### src/wav_pkg.sv
// Package for the WAV byte-stream parser: phase codes, status codes, tags.
// No dependencies.
package wav_pkg;
    localparam logic [2:0] PH_PREAMBLE = 3'd0;
    localparam logic [2:0] PH_HEADER   = 3'd1;
    localparam logic [2:0] PH_BODY     = 3'd2;
    localparam logic [2:0] PH_SAMPLES  = 3'd3;
    localparam logic [2:0] PH_DONE     = 3'd4;

    localparam logic [3:0] ST_OK       = 4'd0;
    localparam logic [3:0] ST_SHORT    = 4'd1;
    localparam logic [3:0] ST_NO_RIFF  = 4'd2;
    localparam logic [3:0] ST_NO_WAVE  = 4'd3;
    localparam logic [3:0] ST_OVERRUN  = 4'd4;
    localparam logic [3:0] ST_NOT_PCM  = 4'd5;
    localparam logic [3:0] ST_NO_FMT   = 4'd6;
    localparam logic [3:0] ST_NO_DATA  = 4'd7;
    localparam logic [3:0] ST_LAYOUT   = 4'd8;

    localparam logic [31:0] TAG_RIFF = 32'h4646_4952;
    localparam logic [31:0] TAG_WAVE = 32'h4556_4157;
    localparam logic [31:0] TAG_FMT  = 32'h2074_6D66;
    localparam logic [31:0] TAG_DATA = 32'h6174_6164;
    localparam logic [31:0] LEN_RESET = 32'd44;
    localparam logic [31:0] LEN_MIN   = 32'd44;
    localparam logic [15:0] FMT_PCM   = 16'h0001;
    localparam logic [15:0] FMT_EXT   = 16'hFFFE;

    typedef struct packed {
        logic        kind;
        logic [3:0]  status;
        logic [7:0]  sample;
        logic        last_sample;
        logic [15:0] channels;
        logic [31:0] samp_rate;
        logic [15:0] samp_bits;
        logic [31:0] frame_count;
    } t_result;
endpackage

### src/wav_if.sv
// Valid/ready stream interfaces for file bytes and parser results.
// No dependencies.
interface wav_byte_if (input logic i_clk);
    logic       valid;
    logic       ready;
    logic [7:0] file_byte;
    modport source (output valid, output file_byte, input ready);
    modport sink (input valid, input file_byte, output ready);
endinterface

interface wav_result_if (input logic i_clk);
    logic        valid;
    logic        ready;
    logic        kind;
    logic [3:0]  status;
    logic [7:0]  sample;
    logic        last_sample;
    logic [15:0] channels;
    logic [31:0] samp_rate;
    logic [15:0] samp_bits;
    logic [31:0] frame_count;
    modport source (output valid, output kind, output status, output sample,
                    output last_sample, output channels, output samp_rate,
                    output samp_bits, output frame_count, input ready);
    modport sink (input valid, input kind, input status, input sample,
                  input last_sample, input channels, input samp_rate,
                  input samp_bits, input frame_count, output ready);
endinterface

### src/wav_out_skid.sv
// Two-entry output buffer (result register plus skid) for parser results.
// Depends on wav_pkg.
module wav_out_skid (
    input  logic             i_clk,
    input  logic             i_rst_n,
    input  logic             i_valid,
    input  wav_pkg::t_result i_data,
    output logic             o_ready,
    output logic             o_valid,
    output wav_pkg::t_result o_data,
    input  logic             i_ready
);
    logic             r_valid, r_skid_valid;
    wav_pkg::t_result r_data, r_skid;

    assign o_ready = !r_skid_valid;
    assign o_valid = r_valid;
    assign o_data  = r_data;

    always_ff @(posedge i_clk) begin
        if (!i_rst_n) begin
            r_valid      <= 1'b0;
            r_skid_valid <= 1'b0;
        end else begin
            if (!r_valid || i_ready) begin
                if (r_skid_valid) begin
                    r_valid      <= 1'b1;
                    r_data       <= r_skid;
                    r_skid_valid <= i_valid;
                    r_skid       <= i_data;
                end else begin
                    r_valid <= i_valid;
                    r_data  <= i_data;
                end
            end else if (i_valid && !r_skid_valid) begin
                r_skid_valid <= 1'b1;
                r_skid       <= i_data;
            end
        end
    end

`ifndef SYNTHESIS
    a_skid_implies_valid: assert property (@(posedge i_clk) disable iff (!i_rst_n)
        r_skid_valid |-> r_valid) else $error("skid full while output empty");
    a_stall_holds: assert property (@(posedge i_clk) disable iff (!i_rst_n)
        (r_valid && !i_ready) |=> (r_valid && $stable(r_data)))
        else $error("stalled result changed");
    a_no_drop: assert property (@(posedge i_clk) disable iff (!i_rst_n)
        (r_skid_valid && !i_ready) |=> r_skid_valid) else $error("skid lost");
`endif
endmodule

### src/wav_stream_to_u8_mono.sv
// Top level of the RIFF/WAVE byte-stream parser with u8 mono conversion.
// Depends on wav_pkg, wav_if (wav_byte_if, wav_result_if) and wav_out_skid.
//
// Usage:
//  - Byte channel (wav_byte_if sink): one WAV file byte per transfer.
//  - Result channel (wav_result_if source): status (kind 0) at the data chunk
//    header or on error, then one unsigned 8-bit sample (kind 1) per frame.
//  - APB port: register 0 at address 0 is file_length (reset 44). Write only
//    while idle. The byte position wraps to zero after file_length bytes.
//  - Throughput: one byte per cycle while the result buffer has room. Each byte
//    is parsed by one pass of field-update logic into the parser registers; the
//    33-bit chunk-end compare is made on the last header byte.
//  - Result path: the result that a byte causes is registered in the result
//    buffer, in the result register or, when the receiver stalls, the skid.
//  - Receiver stall: a two-entry result buffer keeps bytes flowing; input
//    ready drops only once both entries are full.
//  - Reset: parse restarts at byte 0 expecting the RIFF tag, result buffer
//    empties, file_length returns to 44.
module wav_stream_to_u8_mono (
    input  logic        i_clk,
    input  logic        i_rst_n,
    wav_byte_if.sink    s_in,
    wav_result_if.source m_out,
    input  logic        psel,
    input  logic        penable,
    input  logic        pwrite,
    input  logic [1:0]  paddr,
    input  logic [31:0] pwdata,
    output logic [31:0] prdata,
    output logic        pready
);
    logic [31:0] r_len;
    logic [31:0] r_pos, r_tag, r_size;
    logic [32:0] r_off;
    logic [2:0]  r_ph;
    logic [15:0] r_fmt, r_sub, r_chan, r_bits, r_first;
    logic [31:0] r_rate, r_left;
    logic        r_have;
    logic [1:0]  r_idx;
    logic [7:0]  r_low;

    logic [31:0] n_pos, n_tag, n_size;
    logic [32:0] n_off;
    logic [2:0]  n_ph;
    logic [15:0] n_fmt, n_sub, n_chan, n_bits, n_first;
    logic [31:0] n_rate, n_left;
    logic        n_have;
    logic [1:0]  n_idx;
    logic [7:0]  n_low;

    logic             res_v, buf_ready, acc;
    wav_pkg::t_result res, out_d;
    logic [7:0]  b;
    logic        last;

    assign pready = 1'b1;
    assign prdata = (paddr == 2'd0) ? r_len : 32'd0;

    always_ff @(posedge i_clk) begin
        if (!i_rst_n) r_len <= wav_pkg::LEN_RESET;
        else if (psel && penable && pwrite && paddr == 2'd0) r_len <= pwdata;
    end

    assign s_in.ready = buf_ready;
    assign acc = s_in.valid && buf_ready;
    assign b = s_in.file_byte;
    assign last = r_pos >= (r_len - 32'd1);

    function automatic wav_pkg::t_result mk_status(input logic [3:0] code,
        input logic [15:0] ch, input logic [31:0] rt, input logic [15:0] bt,
        input logic [31:0] fr);
        wav_pkg::t_result t;
        logic show;
        show = (code == wav_pkg::ST_OK) || (code == wav_pkg::ST_LAYOUT);
        t = '0;
        t.status = code;
        t.channels = show ? ch : 16'd0;
        t.samp_rate = show ? rt : 32'd0;
        t.samp_bits = show ? bt : 16'd0;
        t.frame_count = (code == wav_pkg::ST_OK) ? fr : 32'd0;
        return t;
    endfunction

    always_comb begin
        logic [2:0]  k;
        logic [32:0] kb;
        logic        ext, stereo, wide, bodyok;
        logic [1:0]  lastidx;
        logic [1:0]  sh;
        logic [31:0] fr;
        logic [16:0] sum, sv;
        logic [7:0]  val;
        logic [31:0] tagw;
        n_pos = r_pos; n_tag = r_tag; n_size = r_size; n_off = r_off; n_ph = r_ph;
        n_fmt = r_fmt; n_sub = r_sub; n_chan = r_chan; n_bits = r_bits;
        n_first = r_first; n_rate = r_rate; n_left = r_left; n_have = r_have;
        n_idx = r_idx; n_low = r_low;
        res_v = 1'b0; res = '0;
        k = r_off[2:0]; kb = r_off;
        ext = r_size >= 32'd40;
        stereo = r_chan == 16'd2; wide = r_bits == 16'd16;
        lastidx = {stereo & wide, stereo | wide};
        sh = {1'b0, stereo} + {1'b0, wide};
        fr = r_size >> sh;
        sum = '0; sv = '0; val = '0; tagw = '0;
        bodyok = 1'b0;
        unique case (r_ph)
            wav_pkg::PH_PREAMBLE: begin
                if (r_pos == 32'd0 && r_len < wav_pkg::LEN_MIN) begin
                    n_ph = wav_pkg::PH_DONE; res_v = 1'b1;
                    res = mk_status(wav_pkg::ST_SHORT, r_chan, r_rate, r_bits, 32'd0);
                end else if (r_pos < 32'd4) begin
                    tagw = wav_pkg::TAG_RIFF >> {r_pos[1:0], 3'b000};
                    if (b != tagw[7:0]) begin
                        n_ph = wav_pkg::PH_DONE; res_v = 1'b1;
                        res = mk_status(wav_pkg::ST_NO_RIFF, r_chan, r_rate, r_bits, 32'd0);
                    end
                end else if (r_pos >= 32'd8 && r_pos < 32'd12) begin
                    tagw = wav_pkg::TAG_WAVE >> {r_pos[1:0], 3'b000};
                    if (b != tagw[7:0]) begin
                        n_ph = wav_pkg::PH_DONE; res_v = 1'b1;
                        res = mk_status(wav_pkg::ST_NO_WAVE, r_chan, r_rate, r_bits, 32'd0);
                    end
                end
                if (!res_v && r_pos >= 32'd11) begin
                    n_ph = wav_pkg::PH_HEADER; n_off = '0;
                end
            end
            wav_pkg::PH_HEADER: begin
                unique case (k)
                    3'd0: n_tag = {24'd0, b};
                    3'd1: n_tag[15:8] = b;
                    3'd2: n_tag[23:16] = b;
                    3'd3: n_tag[31:24] = b;
                    3'd4: n_size = {24'd0, b};
                    3'd5: n_size[15:8] = b;
                    3'd6: n_size[23:16] = b;
                    default: n_size[31:24] = b;
                endcase
                n_off = {30'd0, k} + 33'd1;
                if (k == 3'd7) begin
                    n_off = '0;
                    if ({1'b0, r_pos} + 33'd1 + {1'b0, n_size} > {1'b0, r_len}) begin
                        n_ph = wav_pkg::PH_DONE; res_v = 1'b1;
                        res = mk_status(wav_pkg::ST_OVERRUN, r_chan, r_rate, r_bits, 32'd0);
                    end else if (r_tag == wav_pkg::TAG_DATA) begin
                        n_ph = wav_pkg::PH_DONE; res_v = 1'b1;
                        fr = n_size >> sh;
                        if (!r_have)
                            res = mk_status(wav_pkg::ST_NO_FMT, r_chan, r_rate, r_bits, 32'd0);
                        else if ((r_chan != 16'd1 && r_chan != 16'd2) ||
                                 (r_bits != 16'd8 && r_bits != 16'd16))
                            res = mk_status(wav_pkg::ST_LAYOUT, r_chan, r_rate, r_bits, 32'd0);
                        else begin
                            n_left = fr; n_idx = 2'd0;
                            if (fr != 32'd0) n_ph = wav_pkg::PH_SAMPLES;
                            res = mk_status(wav_pkg::ST_OK, r_chan, r_rate, r_bits, fr);
                        end
                    end else if (n_size != 32'd0) begin
                        n_ph = wav_pkg::PH_BODY;
                    end
                end
            end
            wav_pkg::PH_BODY: begin
                bodyok = r_tag == wav_pkg::TAG_FMT && r_size >= 32'd16 &&
                         kb < {1'b0, r_size};
                if (bodyok) begin
                    if (kb == 33'd0) n_fmt = {8'd0, b};
                    if (kb == 33'd1) n_fmt[15:8] = b;
                    if (kb == 33'd2) n_chan = {8'd0, b};
                    if (kb == 33'd3) n_chan[15:8] = b;
                    if (kb == 33'd4) n_rate = {24'd0, b};
                    if (kb == 33'd5) n_rate[15:8] = b;
                    if (kb == 33'd6) n_rate[23:16] = b;
                    if (kb == 33'd7) n_rate[31:24] = b;
                    if (kb == 33'd14) n_bits = {8'd0, b};
                    if (kb == 33'd15) n_bits[15:8] = b;
                    if (kb == 33'd24) n_sub = {8'd0, b};
                    if (kb == 33'd25) n_sub[15:8] = b;
                    if (kb == 33'd1 && n_fmt != wav_pkg::FMT_PCM &&
                        !(n_fmt == wav_pkg::FMT_EXT && ext)) begin
                        n_ph = wav_pkg::PH_DONE; res_v = 1'b1;
                        res = mk_status(wav_pkg::ST_NOT_PCM, r_chan, r_rate, r_bits, 32'd0);
                    end
                    if (kb == 33'd15 && r_fmt == wav_pkg::FMT_PCM) n_have = 1'b1;
                    if (kb == 33'd25 && r_fmt == wav_pkg::FMT_EXT && ext) begin
                        if (n_sub != 16'd1) begin
                            n_ph = wav_pkg::PH_DONE; res_v = 1'b1;
                            res = mk_status(wav_pkg::ST_NOT_PCM, r_chan, r_rate, r_bits,
                                            32'd0);
                        end else n_have = 1'b1;
                    end
                end
                if (!res_v) begin
                    n_off = r_off + 33'd1;
                    if (n_off >= {1'b0, r_size} + {32'd0, r_size[0]}) begin
                        n_off = '0; n_ph = wav_pkg::PH_HEADER;
                    end
                end
            end
            wav_pkg::PH_SAMPLES: begin
                if (wide) begin
                    if (!r_idx[0]) n_low = b;
                    else if (r_idx == 2'd1 && stereo) n_first = {b, r_low};
                end else if (r_idx == 2'd0) n_first = {8'd0, b};
                if (r_idx < lastidx) n_idx = r_idx + 2'd1;
                else begin
                    n_idx = 2'd0;
                    if (!wide) begin
                        sum = {9'd0, r_first[7:0]} + {9'd0, b};
                        val = stereo ? sum[8:1] : b;
                    end else begin
                        // signed average truncated toward zero, then offset binary
                        sum = {r_first[15], r_first} + {b[7], b, r_low};
                        sv = (sum[16] && sum[0]) ? sum + 17'd1 : sum;
                        val = stereo ? (sv[16:9] ^ 8'h80) : (b ^ 8'h80);
                    end
                    n_left = r_left - 32'd1;
                    if (n_left == 32'd0) n_ph = wav_pkg::PH_DONE;
                    res_v = 1'b1; res = '0; res.kind = 1'b1; res.sample = val;
                    res.last_sample = r_left == 32'd1;
                end
            end
            default: n_ph = wav_pkg::PH_DONE;
        endcase
        if (!res_v && last && (n_ph == wav_pkg::PH_PREAMBLE ||
            n_ph == wav_pkg::PH_HEADER || n_ph == wav_pkg::PH_BODY)) begin
            n_ph = wav_pkg::PH_DONE; res_v = 1'b1;
            res = mk_status(wav_pkg::ST_NO_DATA, r_chan, r_rate, r_bits, 32'd0);
        end
        if (last) begin
            n_pos = '0; n_ph = wav_pkg::PH_PREAMBLE; n_tag = '0; n_size = '0;
            n_off = '0; n_fmt = '0; n_sub = '0; n_chan = '0; n_rate = '0;
            n_bits = '0; n_have = 1'b0; n_left = '0; n_idx = '0; n_first = '0;
            n_low = '0;
        end else n_pos = r_pos + 32'd1;
    end

    always_ff @(posedge i_clk) begin
        if (!i_rst_n) begin
            r_pos <= '0; r_ph <= wav_pkg::PH_PREAMBLE; r_tag <= '0; r_size <= '0;
            r_off <= '0; r_fmt <= '0; r_sub <= '0; r_chan <= '0; r_rate <= '0;
            r_bits <= '0; r_have <= 1'b0; r_left <= '0; r_idx <= '0;
            r_first <= '0; r_low <= '0;
        end else if (acc) begin
            r_pos <= n_pos; r_ph <= n_ph; r_tag <= n_tag; r_size <= n_size;
            r_off <= n_off; r_fmt <= n_fmt; r_sub <= n_sub; r_chan <= n_chan;
            r_rate <= n_rate; r_bits <= n_bits; r_have <= n_have; r_left <= n_left;
            r_idx <= n_idx; r_first <= n_first; r_low <= n_low;
        end
    end

    wav_out_skid u_skid (
        .i_clk   (i_clk),
        .i_rst_n (i_rst_n),
        .i_valid (acc && res_v),
        .i_data  (res),
        .o_ready (buf_ready),
        .o_valid (m_out.valid),
        .o_data  (out_d),
        .i_ready (m_out.ready)
    );

    assign m_out.kind        = out_d.kind;
    assign m_out.status      = out_d.status;
    assign m_out.sample      = out_d.sample;
    assign m_out.last_sample = out_d.last_sample;
    assign m_out.channels    = out_d.channels;
    assign m_out.samp_rate   = out_d.samp_rate;
    assign m_out.samp_bits   = out_d.samp_bits;
    assign m_out.frame_count = out_d.frame_count;

`ifndef SYNTHESIS
    a_idx_bound: assert property (@(posedge i_clk) disable iff (!i_rst_n)
        (r_ph == wav_pkg::PH_SAMPLES) |-> (r_idx <= {r_chan == 16'd2 && r_bits == 16'd16,
        (r_chan == 16'd2) || (r_bits == 16'd16)})) else $error("frame index overflow");
    a_samples_left: assert property (@(posedge i_clk) disable iff (!i_rst_n)
        (r_ph == wav_pkg::PH_SAMPLES) |-> (r_left != 32'd0)) else $error("no frames left");
    a_wrap: assert property (@(posedge i_clk) disable iff (!i_rst_n)
        (acc && last) |=> (r_pos == 32'd0 && r_ph == wav_pkg::PH_PREAMBLE))
        else $error("position did not wrap");
`endif
endmodule
### src/flat_wrapper.sv
// flat-port wrapper written by rule: the top's interface ports become plain ports
module wav_stream_to_u8_mono_flat 
  (i_clk, i_rst_n, psel, penable, pwrite, paddr, pwdata, prdata, pready, s_in_valid, s_in_file_byte, s_in_ready, m_out_valid, m_out_kind, m_out_status, m_out_sample, m_out_last_sample, m_out_channels, m_out_samp_rate, m_out_samp_bits, m_out_frame_count, m_out_ready);
  wav_byte_if s_in_i (.i_clk(i_clk));
  wav_result_if m_out_i (.i_clk(i_clk));
  input  logic i_clk;
  input  logic i_rst_n;
  input  logic psel;
  input  logic penable;
  input  logic pwrite;
  input  logic [1:0] paddr;
  input  logic [31:0] pwdata;
  output logic [31:0] prdata;
  output logic pready;
  input wire logic [$bits(s_in_i.valid)-1:0] s_in_valid;
  input wire logic [$bits(s_in_i.file_byte)-1:0] s_in_file_byte;
  output wire logic [$bits(s_in_i.ready)-1:0] s_in_ready;
  output wire logic [$bits(m_out_i.valid)-1:0] m_out_valid;
  output wire logic [$bits(m_out_i.kind)-1:0] m_out_kind;
  output wire logic [$bits(m_out_i.status)-1:0] m_out_status;
  output wire logic [$bits(m_out_i.sample)-1:0] m_out_sample;
  output wire logic [$bits(m_out_i.last_sample)-1:0] m_out_last_sample;
  output wire logic [$bits(m_out_i.channels)-1:0] m_out_channels;
  output wire logic [$bits(m_out_i.samp_rate)-1:0] m_out_samp_rate;
  output wire logic [$bits(m_out_i.samp_bits)-1:0] m_out_samp_bits;
  output wire logic [$bits(m_out_i.frame_count)-1:0] m_out_frame_count;
  input wire logic [$bits(m_out_i.ready)-1:0] m_out_ready;
  assign s_in_i.valid = s_in_valid;
  assign s_in_i.file_byte = s_in_file_byte;
  assign s_in_ready = s_in_i.ready;
  assign m_out_valid = m_out_i.valid;
  assign m_out_kind = m_out_i.kind;
  assign m_out_status = m_out_i.status;
  assign m_out_sample = m_out_i.sample;
  assign m_out_last_sample = m_out_i.last_sample;
  assign m_out_channels = m_out_i.channels;
  assign m_out_samp_rate = m_out_i.samp_rate;
  assign m_out_samp_bits = m_out_i.samp_bits;
  assign m_out_frame_count = m_out_i.frame_count;
  assign m_out_i.ready = m_out_ready;
  wav_stream_to_u8_mono u_core (.i_clk(i_clk), .i_rst_n(i_rst_n), .s_in(s_in_i), .m_out(m_out_i), .psel(psel), .penable(penable), .pwrite(pwrite), .paddr(paddr), .pwdata(pwdata), .prdata(prdata), .pready(pready));
endmodule
### config.mk
export PLATFORM = sky130hd
export DESIGN_NAME = wav_stream_to_u8_mono_flat
export DESIGN_NICKNAME = d
export VERILOG_FILES = /design/src/wav_pkg.sv /design/src/wav_if.sv /design/src/wav_out_skid.sv /design/src/wav_stream_to_u8_mono.sv /design/src/flat_wrapper.sv
export SDC_FILE = /design/constraint.sdc
export NUM_CORES = 2
export LEC_CHECK = 0
export ABC_AREA = 1
export CAP_MARGIN = 20
export CORE_UTILIZATION = 59
export DETAILED_ROUTE_END_ITERATION = 10
export DONT_BUFFER_PORTS = 1
export PLACE_DENSITY = 0.75
export SYNTH_ARGS = -nofsm -noshare
export SYNTH_HDL_FRONTEND = slang
export SYNTH_SLANG_ARGS = --single-unit
### constraint.sdc
create_clock -name i_clk -period 8.2 [get_ports i_clk]
set_clock_uncertainty 0.1 [all_clocks]
set_input_delay 0.82 -clock i_clk [delete_from_list [all_inputs] [get_ports i_clk]]
set_output_delay 0.82 -clock i_clk [all_outputs]
set_load 0.03 [all_outputs]
==> results.toml <==
[status]
status = "complete, no violations"

[synth]
synth_fp_nets = 5108
seq_area_frac_synth = 0.370
synth_async_sr_flop_share = 0
ys_seq_elements = 541
synth_top_area_share = 0.188
synth_top_area_cell = "edfxtp_1"
synth_edf_count = 220
ys_warn_count = 0
synth_cell_type_count = 70
yosys-top-cells-area = "edfxtp_1 19%, dfxtp_1 18%, nand2_1 10%, ha_1 7.4%, nor2_1 7.0%"
synth_area_mm2 = 0.0352
netlist_instances = 4849
syn_area_per_cell_um2 = 7.26
yosys_most_used_dff = "dfxtp_1"

[power_and_ir_drop]
power.leakage_uw = 0.0156
p_total_uw = 5940
powerDensity_mw_per_mm2 = 157
ir_drop_uv = 214

[grt]
grt_overflow = 0
antenna_found_initial = 1
track_usage = 0.348
grt_pass1_vias = 30500
grt_pass1_wl_mm = 167
grt_start_max_net_pins = 109

[sta]
report.final.slew_viol_count = 0
worst_slack_ns = 0.652
slew_headroom = 0.215
tightest_slew_ns = 1.17
fmax_ghz = 0.132
fin_tns_setup_ns = 0
rsz0062_at_grt = "false"
period_share = 0.920
min_period_ns = 7.55
hold_viol_final = 0
setup_violations = 0

[critical_path]
worstPathArrival_ns = 7.92
critPathKind = "reg2reg"
critPathLaunch = "u_core.r_off[0]$_SDFFE_PN0P_"
crit_path_max_fanout = 32
max_stage_delay_ns = 0.63
cp_slowest_cell = "nand3b_2"
r2r-start = "u_core.r_off[0]$_SDFFE_PN0P_"
setup.worst_path.end_class = "register"
crit_path_start_kind = "register"
crit_required_ns = 8.57

[detailed_routing]
drc = 0
firstDrtPassIters = 6
drt_wl_total_mm = 107
via_per_inst = 5.95
post_drt_wl_per_cell_um = 19.1
drt_iter0_drc = 3422
ant_nets = 0
dr_total_vias = 33400

[layout]
diodes = 0
seqCellArea_mm2 = 0.0130
drive_above_1_share = 0.0643
multi_input_area_mm2 = 0.0194
mostFrequentLayoutCells = "980 x nand2_1, 645 x nor2_1, 492 x inv_1"
area_growth_pct = 7.82
final_cells = 5610
final_common_cell = "nand2_1"
fin_nets = 5046
fin_area_mm2 = 0.0379
fillerInstances = 5297

[floorplan]
start_util = 0.596
die_area_mm2 = 0.0606
num_rows = 89
die_w_um = 246
die_height_um = 246
core_area_mm2 = 0.0590
pin_count = 194

[place]
dpl_worst_slack_ns = 0.329
hpwl_mm = 79.5
place_inst = 5497
placed_area_mm2 = 0.0358
gp_congestion = 0.980
io_buffers = 0

[worst_hold_path]
hp-start = "pwdata[2]"
hp-class = "in2reg"

[clock_network]
clockBufferDepth = 3
cts-root-buf = "clkbuf_16"
postCtsHoldBufs = 0
cts.clk_slew.worst_paths_ns = 0.07
cts_htree_levels = 2
insertion_delay_ns = 0.66
cts_made_buffers = 58
cts_tree = "built"
cts.sink_count = 541

[job]
maxCapViolCount = 0
[cell type report]
class                   instances  share of cell area
clock buffers                  70              0.0407
flip-flops and latches        541               0.344
clock inverters                40              0.0127
inverters                     519              0.0517
well taps                     773              0.0255
repair buffers                 61              0.0142
multi-input cells            3606               0.512
[worst max-delay path: cells and delay by family, from the launching register on]
| family | cells | cell delay, ns |
|---|---|---|
| AO/OA/AOI/OAI | 12 | 2.70 |
| AND/OR/NAND/NOR | 10 | 2.56 |
| adder cells (fa/ha/maj) | 3 | 0.94 |
| buffers and inverters | 3 | 0.43 |
| flip-flops | 1 | 0.39 |
| XOR/XNOR | 1 | 0.23 |
[per-stage QoR]
step	hold WS, ns	util
after floorplan	0.337	-
after global placement	0.348	0.607
after detailed placement	0.352	0.607
after CTS	0.173	0.642
after global routing	0.178	0.643
final	0.202	0.643
[sequential cells by signal, indices dropped and copies added (netlist names), 2 cells and up]
name                  count
u_core.r_sub             16
u_core.r_first           16
u_core.u_skid.o_data    110
u_core.r_tag             32
u_core.u_skid.r_skid    110
u_core.r_pos             32
u_core.r_fmt             16
u_core.r_bits            16
u_core.r_low              8
u_core.r_len             32
u_core.r_rate            32
u_core.r_ph               3
u_core.r_chan            16
u_core.r_size            32
u_core.r_idx              2
u_core.r_left            32
u_core.r_off             33
[layer usage]
metal	up-vias	GRT usage	routed length, µm	part of all wire
met3	322	0.0501	8140	0.076
met1	15400	0.454	44400	0.41
met5	-	0	8	0.000075
li1	16200	-	-	-
met4	2	0.158	5020	0.047
met2	1445	0.569	49800	0.46
[power breakdown]
group / leakage, µW / switching, µW / total (µW) / internal [µW]
clock network: 0.000986 / 1190 / 2780 / 1590
logic: 0.00982 / 172 / 230 / 57.9
registers: 0.00477 / 87.9 / 2930 / 2840
total: 0.0156 / 1450 / 5940 / 4490
[path summary, 6_finish.rpt]
kind | to | slack (ns) | depth (start not counted)
max reg2reg | u_core.u_skid.r_skid[17]$_DFFE_PP_ | 0.65 | 29
min | u_core.r_len[2]$_SDFFE_PN1P_ | 0.20 | 2
min reg2reg | u_core.r_tag[18]$_SDFFE_PN0P_ | 0.36 | 2
max | u_core.u_skid.r_skid[17]$_DFFE_PP_ | 0.65 | 29
[cells in the mapped netlist (32+ instances only)]
cell type  number
clkbuf_1      124
a21oi_1       487
xor2_1        141
nor2_1        653
o21ai_1        37
buf_2          36
inv_1         492
nor3_1        105
edfxtp_1      220
nor4_1         46
nand2_1       980
ha_1          207
o21ai_0       170
nand4_1       108
a21oi_2        32
dfxtp_1       321
nand3_2        37
nand3_1       361
[logic make-up after synthesis]
family	after synthesis	share of synthesized area
AO/OA/AOI/OAI	851	0.133
XOR/XNOR	171	0.0426
adder cells (fa/ha/maj)	210	0.0753
buffers and inverters	702	0.0797
flip-flops	541	0.370
other	1	0.000107
AND/OR/NAND/NOR	2373	0.299
[what timing repair did]
| action | in CTS | in global routing |
|---|---|---|
| resized for setup | 0 | 2 |
| endpoints found under the setup margin | 0 | 177 |
| setup buffers | 0 | 1 |
| endpoints found under the hold margin | 0 | 0 |
Power figures use the tool's default switching activity.
